### config.mk
export PLATFORM = sky130hd
export DESIGN_NAME = idea_key_schedule
export DESIGN_NICKNAME = d
export VERILOG_FILES = /design/src/sv/ikey_pkg.sv /design/src/sv/ikey_inv.sv /design/src/sv/ikey_dp.sv /design/src/sv/ikey_ctrl.sv /design/src/sv/idea_key_schedule.sv
export SDC_FILE = /design/constraint.sdc
export NUM_CORES = 1
export LEC_CHECK = 0
export BUFFER_PORTS_ARGS = -buffer_cell sky130_fd_sc_hd__buf_2
export CAP_MARGIN = 20
export CORE_MARGIN = 3
export CORE_UTILIZATION = 50
export DETAILED_ROUTE_END_ITERATION = 10
export PLACE_DENSITY = 0.73
export SLEW_MARGIN = 15
export SYNTH_ARGS = -nofsm -noshare
export SYNTH_HDL_FRONTEND = slang
export SYNTH_SLANG_ARGS = --single-unit
### constraint.sdc
create_clock -name clk_i -period 15.7 [get_ports clk_i]
set_input_delay 2.355 -clock clk_i [delete_from_list [all_inputs] [get_ports clk_i]]
set_output_delay 2.355 -clock clk_i [all_outputs]
set_load 0.01 [all_outputs]
### src/sv/ikey_pkg.sv
// ----------------------------------------------------------------------------
// IDEA key schedule package
// Shared widths, constants, operation codes and the control/status bundles
// passed between the sequencer and the datapath.
// ----------------------------------------------------------------------------
package ikey_pkg;

  localparam int KeyW     = 128;
  localparam int WordW    = 16;
  localparam int IdxW     = 6;
  localparam int PosW     = 3;
  localparam int InDataW  = 128;
  localparam int InUserW  = 1;
  localparam int OutDataW = 24;
  localparam int StepW    = 4;

  localparam logic [IdxW-1:0]  LastIdx     = 6'd51;
  localparam logic [IdxW-1:0]  DecBase     = 6'd48;
  localparam logic [IdxW-1:0]  RoundStep   = 6'd6;
  localparam logic [PosW-1:0]  LastPos     = 3'd5;
  localparam logic [7:0]       RotStep     = 8'd25;
  localparam logic [StepW-1:0] LastInvStep = 4'd14;

  // what happens to a selected key word before it goes out
  typedef enum logic [1:0] {
    OP_PASS = 2'd0,
    OP_NEG  = 2'd1,
    OP_INV  = 2'd2
  } op_e;

  typedef struct packed {
    logic            load_key;
    logic            load_res_direct;
    logic            load_res_inv;
    logic            inv_start;
    logic            load_out;
    op_e             op;
    logic [IdxW-1:0] src_idx;
    logic [IdxW-1:0] out_idx;
    logic            out_last;
  } cmd_t;

  typedef struct packed {
    logic out_free;
    logic inv_done;
  } sts_t;

endpackage

### src/sv/ikey_inv.sv
// ----------------------------------------------------------------------------
// IDEA multiplicative inverse
// Computes x^65535 mod 65537 (0 stands for 65536) by 15 rounds of
// square-then-multiply, one modular product per cycle.
// ----------------------------------------------------------------------------
module ikey_inv (
  input  logic                       clk_i,
  input  logic                       rst_ni,
  input  logic                       start_i,
  input  logic [ikey_pkg::WordW-1:0] operand_i,
  output logic                       done_o,
  output logic [ikey_pkg::WordW-1:0] result_o
);

  logic [ikey_pkg::WordW-1:0]   x_q;
  logic [ikey_pkg::WordW-1:0]   acc_q, acc_d;
  logic [ikey_pkg::StepW-1:0]   step_q;
  logic                         sq_phase_q;
  logic                         busy_q;
  logic                         done_q;
  logic [ikey_pkg::WordW-1:0]   mul_b;
  logic [2*ikey_pkg::WordW-1:0] prod;
  logic [ikey_pkg::WordW-1:0]   prod_lo, prod_hi;

  assign mul_b   = sq_phase_q ? acc_q : x_q;
  assign prod    = acc_q * mul_b;
  assign prod_lo = prod[ikey_pkg::WordW-1:0];
  assign prod_hi = prod[2*ikey_pkg::WordW-1:ikey_pkg::WordW];

  // multiplication modulo 2^16+1, a zero operand meaning 2^16
  always_comb begin
    if (acc_q == '0) begin
      acc_d = 16'd1 - mul_b;
    end else if (mul_b == '0) begin
      acc_d = 16'd1 - acc_q;
    end else begin
      acc_d = (prod_lo - prod_hi) + {15'd0, (prod_lo < prod_hi)};
    end
  end

  always_ff @(posedge clk_i or negedge rst_ni) begin
    if (!rst_ni) begin
      busy_q     <= 1'b0;
      done_q     <= 1'b0;
      sq_phase_q <= 1'b1;
      step_q     <= '0;
    end else begin
      done_q <= 1'b0;
      if (start_i) begin
        busy_q     <= 1'b1;
        sq_phase_q <= 1'b1;
        step_q     <= '0;
      end else if (busy_q) begin
        sq_phase_q <= ~sq_phase_q;
        if (!sq_phase_q) begin
          if (step_q == ikey_pkg::LastInvStep) begin
            busy_q <= 1'b0;
            done_q <= 1'b1;
          end else begin
            step_q <= step_q + 4'd1;
          end
        end
      end
    end
  end

  always_ff @(posedge clk_i) begin
    if (start_i) begin
      x_q   <= operand_i;
      acc_q <= operand_i;
    end else if (busy_q) begin
      acc_q <= acc_d;
    end
  end

  assign done_o   = done_q;
  assign result_o = acc_q;

endmodule

### src/sv/ikey_dp.sv
// ----------------------------------------------------------------------------
// IDEA key schedule datapath
// Holds the key, picks a rotated 16-bit key word, passes, negates or inverts it and
// drives the output register.
// ----------------------------------------------------------------------------
module ikey_dp (
  input  logic                          clk_i,
  input  logic                          rst_ni,
  input  ikey_pkg::cmd_t                cmd_i,
  output ikey_pkg::sts_t                sts_o,
  input  logic [ikey_pkg::InDataW-1:0]  key_i,
  output logic                          m_axis_tvalid_o,
  input  logic                          m_axis_tready_i,
  output logic [ikey_pkg::OutDataW-1:0] m_axis_tdata_o,
  output logic                          m_axis_tlast_o
);

  logic [ikey_pkg::KeyW-1:0]     key_q;
  logic [2*ikey_pkg::KeyW-1:0]   key2;
  logic [2:0]                    blk, wrd;
  logic [7:0]                    blk_rot;
  logic [7:0]                    pos_sum;
  logic [6:0]                    pos;
  logic [7:0]                    top;
  logic [ikey_pkg::WordW-1:0]    word;
  logic [ikey_pkg::WordW-1:0]    inv_res;
  logic                          inv_done;
  logic [ikey_pkg::WordW-1:0]    res_q;
  logic                          out_valid_q;
  logic [ikey_pkg::OutDataW-1:0] out_data_q;
  logic                          out_last_q;
  logic                          out_free;

  // tdata is key_high in the low half, key_low in the high half
  assign key2 = {key_q, key_q};

  assign blk     = cmd_i.src_idx[5:3];
  assign wrd     = cmd_i.src_idx[2:0];
  assign blk_rot = {5'd0, blk} * ikey_pkg::RotStep;
  assign pos_sum = {1'b0, wrd, 4'd0} + blk_rot;
  assign pos     = pos_sum[6:0];
  assign top     = 8'd255 - {1'b0, pos};
  assign word    = key2[top -: ikey_pkg::WordW];

  ikey_inv u_inv (
    .clk_i     (clk_i),
    .rst_ni    (rst_ni),
    .start_i   (cmd_i.inv_start),
    .operand_i (word),
    .done_o    (inv_done),
    .result_o  (inv_res)
  );

  assign out_free       = !out_valid_q || m_axis_tready_i;
  assign sts_o.out_free = out_free;
  assign sts_o.inv_done = inv_done;

  always_ff @(posedge clk_i) begin
    if (cmd_i.load_key) begin
      key_q <= {key_i[ikey_pkg::KeyW/2-1:0], key_i[ikey_pkg::KeyW-1:ikey_pkg::KeyW/2]};
    end
    if (cmd_i.load_res_direct) begin
      res_q <= (cmd_i.op == ikey_pkg::OP_NEG) ? (16'd0 - word) : word;
    end else if (cmd_i.load_res_inv) begin
      res_q <= inv_res;
    end
    if (cmd_i.load_out) begin
      out_data_q <= {2'd0, cmd_i.out_idx, res_q};
      out_last_q <= cmd_i.out_last;
    end
  end

  always_ff @(posedge clk_i or negedge rst_ni) begin
    if (!rst_ni) begin
      out_valid_q <= 1'b0;
    end else if (cmd_i.load_out) begin
      out_valid_q <= 1'b1;
    end else if (m_axis_tready_i) begin
      out_valid_q <= 1'b0;
    end
  end

  assign m_axis_tvalid_o = out_valid_q;
  assign m_axis_tdata_o  = out_data_q;
  assign m_axis_tlast_o  = out_last_q;

endmodule

### src/sv/ikey_ctrl.sv
// ----------------------------------------------------------------------------
// IDEA key schedule sequencer
// Walks the 52 subkey positions and tells the datapath which key word to
// take and whether to pass, negate or invert it.
// ----------------------------------------------------------------------------
module ikey_ctrl (
  input  logic           clk_i,
  input  logic           rst_ni,
  input  logic           s_valid_i,
  input  logic           mode_i,
  output logic           s_ready_o,
  input  ikey_pkg::sts_t sts_i,
  output ikey_pkg::cmd_t cmd_o
);

  typedef enum logic [3:0] {
    ST_IDLE = 4'b0001,
    ST_SEL  = 4'b0010,
    ST_INV  = 4'b0100,
    ST_PUSH = 4'b1000
  } state_e;

  state_e                      state_q, state_d;
  logic [ikey_pkg::IdxW-1:0]   n_q;
  logic [ikey_pkg::PosW-1:0]   p_q;
  logic [ikey_pkg::IdxW-1:0]   base_q;
  logic                        mode_q;
  logic                        accept;
  logic                        swap;
  logic [ikey_pkg::IdxW-1:0]   dec_src;
  ikey_pkg::op_e               dec_op;
  ikey_pkg::op_e               op;

  assign accept    = (state_q == ST_IDLE) && s_valid_i;
  assign s_ready_o = (state_q == ST_IDLE);

  // first and last output rounds keep the additive keys unswapped
  assign swap = (base_q == ikey_pkg::DecBase) || (base_q == '0);

  // base_q tracks the encryption index of the round's first inverted key
  always_comb begin
    case (p_q)
      3'd0: begin
        dec_src = base_q;
        dec_op  = ikey_pkg::OP_INV;
      end
      3'd1: begin
        dec_src = base_q + (swap ? 6'd1 : 6'd2);
        dec_op  = ikey_pkg::OP_NEG;
      end
      3'd2: begin
        dec_src = base_q + (swap ? 6'd2 : 6'd1);
        dec_op  = ikey_pkg::OP_NEG;
      end
      3'd3: begin
        dec_src = base_q + 6'd3;
        dec_op  = ikey_pkg::OP_INV;
      end
      3'd4: begin
        dec_src = base_q - 6'd2;
        dec_op  = ikey_pkg::OP_PASS;
      end
      3'd5: begin
        dec_src = base_q - 6'd1;
        dec_op  = ikey_pkg::OP_PASS;
      end
      default: begin
        dec_src = base_q;
        dec_op  = ikey_pkg::OP_PASS;
      end
    endcase
  end

  assign op = mode_q ? dec_op : ikey_pkg::OP_PASS;

  always_comb begin
    state_d = state_q;
    case (state_q)
      ST_IDLE: if (s_valid_i) state_d = ST_SEL;
      ST_SEL:  state_d = (op == ikey_pkg::OP_INV) ? ST_INV : ST_PUSH;
      ST_INV:  if (sts_i.inv_done) state_d = ST_PUSH;
      ST_PUSH: begin
        if (sts_i.out_free) begin
          state_d = (n_q == ikey_pkg::LastIdx) ? ST_IDLE : ST_SEL;
        end
      end
      default: state_d = ST_IDLE;
    endcase
  end

  always_ff @(posedge clk_i or negedge rst_ni) begin
    if (!rst_ni) begin
      state_q <= ST_IDLE;
      n_q     <= '0;
      p_q     <= '0;
      base_q  <= ikey_pkg::DecBase;
      mode_q  <= 1'b0;
    end else begin
      state_q <= state_d;
      if (accept) begin
        n_q    <= '0;
        p_q    <= '0;
        base_q <= ikey_pkg::DecBase;
        mode_q <= mode_i;
      end else if ((state_q == ST_PUSH) && sts_i.out_free) begin
        n_q <= n_q + 6'd1;
        if (p_q == ikey_pkg::LastPos) begin
          p_q    <= '0;
          base_q <= base_q - ikey_pkg::RoundStep;
        end else begin
          p_q <= p_q + 3'd1;
        end
      end
    end
  end

  always_comb begin
    cmd_o.load_key        = accept;
    cmd_o.load_res_direct = (state_q == ST_SEL) && (op != ikey_pkg::OP_INV);
    cmd_o.inv_start       = (state_q == ST_SEL) && (op == ikey_pkg::OP_INV);
    cmd_o.load_res_inv    = (state_q == ST_INV) && sts_i.inv_done;
    cmd_o.load_out        = (state_q == ST_PUSH) && sts_i.out_free;
    cmd_o.op              = op;
    cmd_o.src_idx         = mode_q ? dec_src : n_q;
    cmd_o.out_idx         = n_q;
    cmd_o.out_last        = (n_q == ikey_pkg::LastIdx);
  end

endmodule

### src/sv/idea_key_schedule.sv
// After a key transfer the sequencer goes through ST_SEL (and ST_INV if the first subkey is an
// inverse) to ST_PUSH, which loads the output register and raises tvalid. A passed or negated
// subkey needs ST_SEL and ST_PUSH; an inverse also waits in ST_INV for the 30 sequential modular
// products of the shared inverse unit. One key in flight: tready is high only in ST_IDLE.
// Reset (rst_ni, async active low) idles the sequencer and empties the output
// register; no storage needs clearing.
// ----------------------------------------------------------------------------
// IDEA key schedule
// Expands a 128-bit key into the 52 encryption or decryption subkeys and
// streams them out in index order, the last one marked with tlast.
// ----------------------------------------------------------------------------
module idea_key_schedule (
  input  logic                          clk_i,
  input  logic                          rst_ni,
  input  logic                          s_axis_tvalid_i,
  output logic                          s_axis_tready_o,
  input  logic [ikey_pkg::InDataW-1:0]  s_axis_tdata_i,  // key_high[63:0], key_low[127:64]
  input  logic [ikey_pkg::InUserW-1:0]  s_axis_tuser_i,  // mode[0]
  output logic                          m_axis_tvalid_o,
  input  logic                          m_axis_tready_i,
  output logic [ikey_pkg::OutDataW-1:0] m_axis_tdata_o,  // subkey[15:0], subkey_index[21:16]
  output logic                          m_axis_tlast_o   // last
);

  ikey_pkg::cmd_t cmd;
  ikey_pkg::sts_t sts;

  ikey_ctrl u_ctrl (
    .clk_i     (clk_i),
    .rst_ni    (rst_ni),
    .s_valid_i (s_axis_tvalid_i),
    .mode_i    (s_axis_tuser_i[0]),
    .s_ready_o (s_axis_tready_o),
    .sts_i     (sts),
    .cmd_o     (cmd)
  );

  ikey_dp u_dp (
    .clk_i           (clk_i),
    .rst_ni          (rst_ni),
    .cmd_i           (cmd),
    .sts_o           (sts),
    .key_i           (s_axis_tdata_i),
    .m_axis_tvalid_o (m_axis_tvalid_o),
    .m_axis_tready_i (m_axis_tready_i),
    .m_axis_tdata_o  (m_axis_tdata_o),
    .m_axis_tlast_o  (m_axis_tlast_o)
  );

endmodule

# == Yosys cells after proc, flatten, opt, wreduce, memory -nomap -nowiden ==
# Cells that the tools add are included.
# op_classes
multipliers,2
n_reduce_logical,22
n_eq_ne,20
div_mod_pow,0
n_shift,1
order_cmp,1
mux,44
n_addsub,16
bitwise_logic,1
# ops
op,n
variable part select 271 x 9 -> 16 bit,1
two-way mux 16 bit,8
"subtractor 1 x 16 -> 16 bit, first input constant",3
two-way mux 6 bit,6
logical NOT 16 bit,2
multiplier 16 x 16 -> 32 bit,1
two-way mux 4 bit,8
case mux 6 bit (5 select lines),1
adder 16 x 1 -> 16 bit,1
< comparator 16 bit,1
case mux 4 bit (4 select lines),1
subtractor 16 bit,1
adder 6 bit,2
"equality test 6 bit, second input constant",2
two-way mux 1 bit,12
nonzero test 2 bit,5
two-way mux 3 bit,3
"equality test 4 bit, second input constant",2
two-way mux 2 bit,4
"inequality test 2 bit, second input constant",4
"subtractor 8 x 7 -> 8 bit, first input constant",1
adder 7 bit,1
"multiplier 3 x 5 -> 7 bit, second input constant",1
"adder 6 x 1 -> 6 bit, second input constant",1
other kinds (25),35
# word_totals
latch_bits,0
n_memories,0
mem_bits_rw,0
regBits,227
mem_bits_ro,0
wordCells,123
output_inout_bits,27
in_bits,133

# == Longest topological paths before layout ==
# Gate-level depths: netlist of run 1.
# depth
depth_word,13
mapped_depth,59
ltp_nobuf,56

# == By module ==
# Synthesis of run 1 repeated with hierarchy kept, for this count alone.
# hier_totals
cells_unflattened,2750
hier_area_um2,27652.8
# modules_own_cells
module,seq_area_each_um2,cells_each,n_inst,area_each_um2
ikey_dp,5039.8,1169,1,13858.3
ikey_inv,1137.3,1392,1,12236.7
ikey_ctrl,479.2,189,1,1557.7

# == Least setup slack after synthesis of run 1 ==
# OpenSTA, ideal clock, no wires.
# synth_timing
kind,register to register
from,reg u_dp.u_inv.sq_phase_q
to,"reg u_dp.u_inv.acc_q (netlist bit u_dp.u_inv.result_o[14]), data pin"
path_stages_with_launch,53
period_less_slack_ps,10909
n_path_buf,4
setup_slack_ps,4791
setup_ps,289
arrival_time_ps,10620
required_ps,15411
path_cell_list,dfstp_2 buf_1 clkbuf_1 clkbuf_1 mux2_2 clkbuf_1 nand2_1 fa_1 fa_1 inv_1 fa_1 fa_1 fa_1 inv_1 fa_1 inv_1 ha_1 nand3_1 [17 not listed] a31oi_1 ha_1 fa_1 a21oi_1 o21bai_1 a21oi_1 o21bai_1 a21oi_1 o21bai_1 a21o_1 a21o_1 a21oi_1 o21bai_1 a21oi_1 o21bai_1 xor2_1 a311oi_1 a21oi_1
# synth_between
elab_chain_len,8
elab_cells_between_ends,11
cone_classes,add/sub: 3; mul: 1; order compare: 1; mux: 5; reduce/logical: 1
# synth_rtl
element,line_no,rtl
"start, declared",ikey_inv.sv:18,logic sq_phase_q;
"start signal, assigned",ikey_inv.sv:54,sq_phase_q <= ~sq_phase_q;
two-way mux 16 bit (*),ikey_inv.sv:25,assign mul_b = sq_phase_q ? acc_q : x_q;
multiplier 16 x 16 -> 32 bit,ikey_inv.sv:26,assign prod = acc_q * mul_b;
subtractor 16 bit / < comparator 16 bit (equally long branches),ikey_inv.sv:37,"acc_d = (prod_lo - prod_hi) + {15'd0, (prod_lo < prod_hi)};"
adder 16 x 1 -> 16 bit,ikey_inv.sv:37,
two-way mux 16 bit,ikey_inv.sv:34,end else if (mul_b == '0) begin
two-way mux 16 bit (*),ikey_inv.sv:32,if (acc_q == '0) begin
two-way mux 16 bit (*),ikey_inv.sv:71,end else if (busy_q) begin
two-way mux 16 bit (*),ikey_inv.sv:68,if (start_i) begin
"end signal, assigned",ikey_inv.sv:70,acc_q <= operand_i;
"end, declared",ikey_inv.sv:16,"logic [ikey_pkg::WordW-1:0] acc_q, acc_d;"
# Every way passes the cells marked *; elsewhere a longest branch is shown, timed or not. The select of a mux whose other input is x is not followed.
# A chain may end at the register's enable or synchronous reset.

# == Final worst setup path of run 1 ==
# Same ends and word-level chain as after synthesis.

==> impl_metrics.env, run 1 <==
export IMPL_crit_slowest_cell="dfstp_2"
export IMPL_crit_path_start_kind="flip-flop"
export IMPL_track_usage_pct=36.1
export IMPL_grt_pass1_wl_um=153000
export IMPL_synth_area_leaders="edfxtp_1 22%, fa_1 15%, ha_1 7.1%"
export IMPL_grt_overflow_total=0
export IMPL_cp_required_ns=15.99
export IMPL_worst_pin_slew_ns=1.24
export IMPL_synthMuxAreaShare_pct=9.41
export IMPL_clkTransAtPathRegs_ns=0.07
export IMPL_clockBufferDepth=3
export IMPL_post_cts_buffers=0
export IMPL_hold_violations=0
export IMPL_synth_top_family_by_area="adder cells"
export IMPL_die_w_um=237
export IMPL_synthAdderAreaFrac_pct=22.4
export IMPL_worstSetupEndpointType="flip-flop"
export IMPL_status="finished, final reports clean"
export IMPL_wl_per_cell_um=28.0
export IMPL_clk_latency_ns=0.56
export IMPL_dieArea_um2=56300
export IMPL_rsz0062_at_grt="false"
export IMPL_fin_crit_sh_pct=77.2
export IMPL_ys_seq_elements=226
export IMPL_core_rowCount=84
export IMPL_synth_top_area_share_pct=22.3
export IMPL_synth_warnings=0
export IMPL_relSlewSlack_pct=16.5
export IMPL_placeableCoreArea_um2=52800
export IMPL_slew_viol_final=0
export IMPL_htree_num_levels=1
export IMPL_tns_ns=0
export IMPL_vias=23400
export IMPL_cts_tree="yes"
export IMPL_drt_iter0_drc=2446
export IMPL_gp_congestion=1.04
export IMPL_numCtsBuffers=24
export IMPL_cts_resized=0
export IMPL_synth_yosys_seq_area_share_pct=24.9
export IMPL_synth_top_area_cell="edfxtp_1"
export IMPL_synth_area_per_cell_um2=9.18
export IMPL_critical_path_class="flip-flop to flip-flop"
export IMPL_worstPathMaxFanout=40
export IMPL_vias_per_cell=6.38
export IMPL_io_buffers=157
export IMPL_synth_ff_type="edfxtp_1"
export IMPL_synth_xor_area_share_pct=3.11
export IMPL_fmaxAchievable_mhz=82.5
export IMPL_totalWireLength_um=103000
export IMPL_hold_class="flip-flop to flip-flop"
export IMPL_antenna_left=0
export IMPL_syn_inst=2916
export IMPL_syn_to_final_growth_pct=7.66
export IMPL_root_buffer="clkbuf_16"
export IMPL_synthSimpleGateAreaFrac_pct=16.1
export IMPL_synth_compound_area_share_pct=16.2
export IMPL_synth_distinct_cells=94
export IMPL_grt_max_degree=115
export IMPL_firstDrtPassIters=6
export IMPL_async_flop_share_pct=11.9
export IMPL_antenna_found_initial=6
export IMPL_seqCellArea_um2=6660
export IMPL_finalNetCount=3456
export IMPL_layout_common_cells="311 x inv_1, 282 x nand2_1, 205 x fa_1"
export IMPL_cpMostUsedCell="a21oi_1"
export IMPL_setup_viol=0
export IMPL_fillers=4799
export IMPL_hold_buffers=0
export IMPL_fin_skew_ns=0.0306
export IMPL_drcViolationCount=0
export IMPL_syn_area_um2=26800
export IMPL_drive_gt1_share_pct=11.6
export IMPL_arrival_ns=12.41
export IMPL_maxCapViolations=0
export IMPL_hpwl_um=81500
export IMPL_grt_pass1_vias=23500
export IMPL_ioPinCount=160
export IMPL_start_util_pct=50.7
export IMPL_synth_edf_count=199
export IMPL_final_common_cell="inv_1"
export IMPL_cts_sinks=226
export IMPL_period_minus_slack_ns=12.12
export IMPL_multiInputGateArea_um2=18100
export IMPL_die_height_um=237
export IMPL_max_stage_delay_ns=1.07
## cells by family (layout without fill, tap and decap cells)
| kind of cell | Yosys count | count (layout) |
|---|---|---|
| flip-flops | 226 | 226 |
| AND/OR/NAND/NOR | 865 | 865 |
| XOR/XNOR | 95 | 95 |
| AO/OA/AOI/OAI | 626 | 626 |
| other | 1 | 9 |
| buffers and inverters | 512 | 573 |
| multiplexers | 234 | 234 |
| adder cells (fa/ha/maj) | 357 | 357 |
## per-layer routing
metal	part of all wire, %	wire length [um]	track usage, %	vias up
li1	-	-	-	10400
met1	38	38700	44.9	11400
met2	47	48200	59.6	1283
met3	7.4	7560	5.16	301
met4	8.1	8310	22.8	0
met5	0	0	0	-
## cells in the mapped netlist, drive strengths merged (57+ instances only)
library cell	number
fa	205
nand3	94
ha	152
edfxtp	199
a211oi	57
o21ai	106
nand2	282
nand4	63
mux2i	183
nor2	146
a21oi	119
clkbuf	103
and2	77
xnor2	62
inv	315
buf	89
## flip-flops by register name, summed over array words and instances, names as in the netlist
| signal | count |
|---|---|
| u_dp.m_axis_tvalid_o | 1 |
| u_dp.res_q | 16 |
| u_dp.u_inv.x_q | 16 |
| u_dp.u_inv.result_o | 16 |
| u_dp.u_inv.sq_phase_q | 1 |
| u_dp.key_q | 128 |
| u_dp.u_inv.busy_q | 1 |
| u_ctrl.mode_q | 1 |
| u_ctrl.p_q | 3 |
| u_dp.m_axis_tdata_o | 22 |
| u_dp.u_inv.done_o | 1 |
| u_ctrl.base_q | 5 |
| u_dp.m_axis_tlast_o | 1 |
| u_dp.u_inv.step_q | 4 |
| u_ctrl.state_q | 4 |
| u_ctrl.n_q | 6 |
## path summary, 6_finish.rpt
kind                                                    from                                 to  slack, ns  depth (start not counted)
max                        u_dp.u_inv.sq_phase_q$_DFFE_PN1P_  u_dp.u_inv.result_o[14]$_DFFE_PP_       3.58                         49
min                                  u_dp.res_q[0]$_DFFE_PP_   u_dp.m_axis_tdata_o[0]$_DFFE_PP_       0.42                          0
max reg2reg                u_dp.u_inv.sq_phase_q$_DFFE_PN1P_  u_dp.u_inv.result_o[14]$_DFFE_PP_       3.58                         49
min reg2reg                          u_dp.res_q[0]$_DFFE_PP_   u_dp.m_axis_tdata_o[0]$_DFFE_PP_       0.42                          0
max in group asynchronous                             rst_ni   u_dp.u_inv.step_q[0]$_DFFE_PN0P_      13.44                          1
min in group asynchronous                             rst_ni          u_ctrl.n_q[5]$_DFFE_PN0P_       1.83                          1
## critical path, delay by kind of cell, from the launching register on
| family | cells | cell delay (ns) |
|---|---|---|
| mux | 1 | 0.75 |
| simple gates | 6 | 0.50 |
| buf+inv | 4 | 0.51 |
| xor+xnor | 2 | 0.35 |
| compound gates | 26 | 4.23 |
| fa+ha+maj | 10 | 4.44 |
| flops | 1 | 1.07 |
## layout make-up
cell class | count | share of cell area, %
Antenna cell | 7 | 0.0608
Clock buffer | 26 | 2.11
Multi-Input combinational cell | 2179 | 62.8
Sequential cell | 226 | 23.1
Clock inverter | 12 | 0.495
Tap cell | 688 | 2.99
Inverter | 320 | 4.19
Timing Repair Buffer | 215 | 4.28
## stage by stage
| step | instances | utilization (%) | setup slack, ns | area [um^2] | hold slack, ns |
|---|---|---|---|---|---|
| 6_report | 3673 | 54.6 | 3.58 | 28800 | 0.418 |
| 5_1_grt | 3672 | 54.6 | 2.62 | 28800 | 0.426 |
| 4_1_cts | 3666 | 54.6 | 3.73 | 28800 | 0.418 |
| 3_5_place_dp | 3628 | 53.2 | 3.78 | 28000 | 0.405 |
| 3_3_place_gp | 3628 | 53.2 | 3.92 | 28000 | 0.406 |
| 2_1_floorplan | 2917 | - | 4.79 | 26800 | 0.400 |
Power of run 1 is left out: the tool's default activity adds up to more than one toggle a clock period on the data nets, which glitch-free logic cannot reach.
==> run 2, diff against run 1 <==
==> constraint.sdc (replaced) <==
create_clock -name clk_i -period 11.6 [get_ports clk_i]
set_input_delay 1.74 -clock clk_i [delete_from_list [all_inputs] [get_ports clk_i]]
set_output_delay 1.74 -clock clk_i [all_outputs]
set_load 0.01 [all_outputs]
==> run 2 against run 1 <==
  * Register-to-register slack lost 2.9 ns
  * First-iteration DRC count grew 17%
  * Maximum frequency grew 10%
  * Hold slack lost 0.0017 ns
  * Critical path depth shrank 2
  * Design area grew 1.0%
  * Sequential cell count is the same
==> impl_metrics.env, run 2 (synthesis results as in run 1) <==
export IMPL_status="finished, final reports clean"
export IMPL_drt_iter0_drc=2856
export IMPL_crit_path_start="u_dp.u_inv.sq_phase_q$_DFFE_PN1P_"
export IMPL_period_minus_slack_ns=10.97
export IMPL_clkTransAtPathRegs_ns=0.06
export IMPL_slew_viol_final=0
export IMPL_crit_slowest_cell="dfstp_4"
export IMPL_grt_overflow_total=0
export IMPL_cts_tree="yes"
export IMPL_reg2reg_slack_ns=0.63
export IMPL_hold_violations=0
export IMPL_wl_per_cell_um=26.6
export IMPL_largest_register_ffs=128
export IMPL_worst_r2r_endpoint="u_dp.u_inv.result_o[14]$_DFFE_PP_"
export IMPL_final_common_cell="inv_1"
export IMPL_gp_congestion=1.12
export IMPL_clockBufferDepth=3
export IMPL_cts_sinks=226
export IMPL_placeableCoreArea_um2=52800
export IMPL_die_w_um=237
export IMPL_finalNetCount=3483
export IMPL_track_usage_pct=34.3
export IMPL_firstDrtPassIters=6
export IMPL_fin_crit_sh_pct=94.6
export IMPL_antenna_found_initial=2
export IMPL_antenna_left=0
export IMPL_critical_path_class="flip-flop to flip-flop"
export IMPL_hpwl_um=78400
export IMPL_relSlewSlack_pct=24.8
export IMPL_worst_path_buf_inv=7
export IMPL_htree_num_levels=1
export IMPL_path_delay_family="adder cells"
export IMPL_grt_max_degree=80
export IMPL_arrival_ns=11.25
export IMPL_totalWireLength_um=98300
export IMPL_ff2ff_path_depth=47
export IMPL_max_stage_delay_ns=0.72
export IMPL_antennaDiodeCount=0
export IMPL_drive_gt1_share_pct=12.6
export IMPL_numCtsBuffers=24
export IMPL_ioPinCount=160
export IMPL_whs_path_depth=0
export IMPL_crit_path_start_kind="flip-flop"
export IMPL_holdPathEnd="u_dp.m_axis_tdata_o[9]$_DFFE_PP_"
export IMPL_root_buffer="clkbuf_16"
export IMPL_cp_required_ns=11.88
export IMPL_clk_latency_ns=0.55
export IMPL_drcViolationCount=0
export IMPL_start_util_pct=50.7
export IMPL_maxCapViolations=0
export IMPL_top_register="u_dp.key_q"
export IMPL_setup_viol=0
export IMPL_layout_common_cells="311 x inv_1, 282 x nand2_1, 205 x fa_1"
export IMPL_die_height_um=237
export IMPL_worstSetupEndpointType="flip-flop"
export IMPL_fmaxAchievable_mhz=91.1
export IMPL_fillers=4728
export IMPL_dieArea_um2=56300
export IMPL_fin_skew_ns=0.0152
export IMPL_worstPathMaxFanout=18
export IMPL_min_delay_start="u_dp.res_q[9]$_DFFE_PP_"
export IMPL_grt_pass1_wl_um=148000
export IMPL_vias_per_cell=6.47
export IMPL_worst_pin_slew_ns=1.12
export IMPL_core_rowCount=84
export IMPL_hold_buffers=0
export IMPL_vias=23900
export IMPL_grt_pass1_vias=23800
export IMPL_io_buffers=157
export IMPL_r2r_start="u_dp.u_inv.sq_phase_q$_DFFE_PN1P_"
export IMPL_hold_class="flip-flop to flip-flop"
export IMPL_syn_to_final_growth_pct=8.76
export IMPL_hold_slack_ns=0.417
run 2: through the flow:
step / instance area [um^2] / TNS, ns / instances / worst slack, ns / util (%)
floorplan: 26800 / 0 / 2917 / 0.691 / -
global placement: 28200 / 0 / 3650 / 0.578 / 53.5
detailed placement: 28200 / 0 / 3650 / 0.394 / 53.5
CTS: 29000 / 0 / 3694 / 0.367 / 54.9
global route: 29100 / -0.0341 / 3699 / -0.0341 / 55.2
finish: 29100 / 0 / 3699 / 0.628 / 55.2
run 2: worst reg2reg max path: cells and delay by family (launching register included):
| kind | cells | cell delay (ns) |
|---|---|---|
| buf+inv | 7 | 0.66 |
| fa+ha+maj | 11 | 4.55 |
| simple gates | 5 | 1.03 |
| xor+xnor | 2 | 0.33 |
| compound gates | 21 | 3.14 |
| mux | 1 | 0.29 |
| flops | 1 | 0.72 |
run 2: per-layer routing:
| metal | share of wire [%] | global-route usage (%) |
|---|---|---|
| met5 | 0.032 | 0 |
| met4 | 5.8 | 15.1 |
| met3 | 9.6 | 6.76 |
| met2 | 44 | 53.3 |
| met1 | 41 | 46.7 |
run 2: area by class of cell:
class,instances,area (um^2),area share (%)
well taps,688,861,2.96
multi-input cells,2179,18200,62.4
clock inverters,9,75.1,0.258
repair buffers,242,1460,5.03
clock buffers,35,683,2.35
inverters,320,1210,4.15
flip-flops and latches,226,6660,22.9
run 2: worst max path at each step:
stage | endpoint | slack, ns | depth (start not counted)
after floorplan | u_dp.u_inv.result_o[14]$_DFFE_PP_ | 0.69 | 52
after CTS | u_dp.u_inv.result_o[14]$_DFFE_PP_ | 0.37 | 51
after global routing | u_dp.u_inv.result_o[14]$_DFFE_PP_ | -0.03 | 51
final | u_dp.u_inv.result_o[14]$_DFFE_PP_ | 0.63 | 47
after detailed placement | u_dp.u_inv.result_o[14]$_DFFE_PP_ | 0.39 | 51
after global placement | u_dp.u_inv.result_o[14]$_DFFE_PP_ | 0.58 | 51
run 2: what timing repair did:
item,4_1_cts,5_1_grt
gates resized for setup,0,20
setup buffers,0,4
setup endpoints to repair,0,7
Power of run 2 is left out for the same reason.
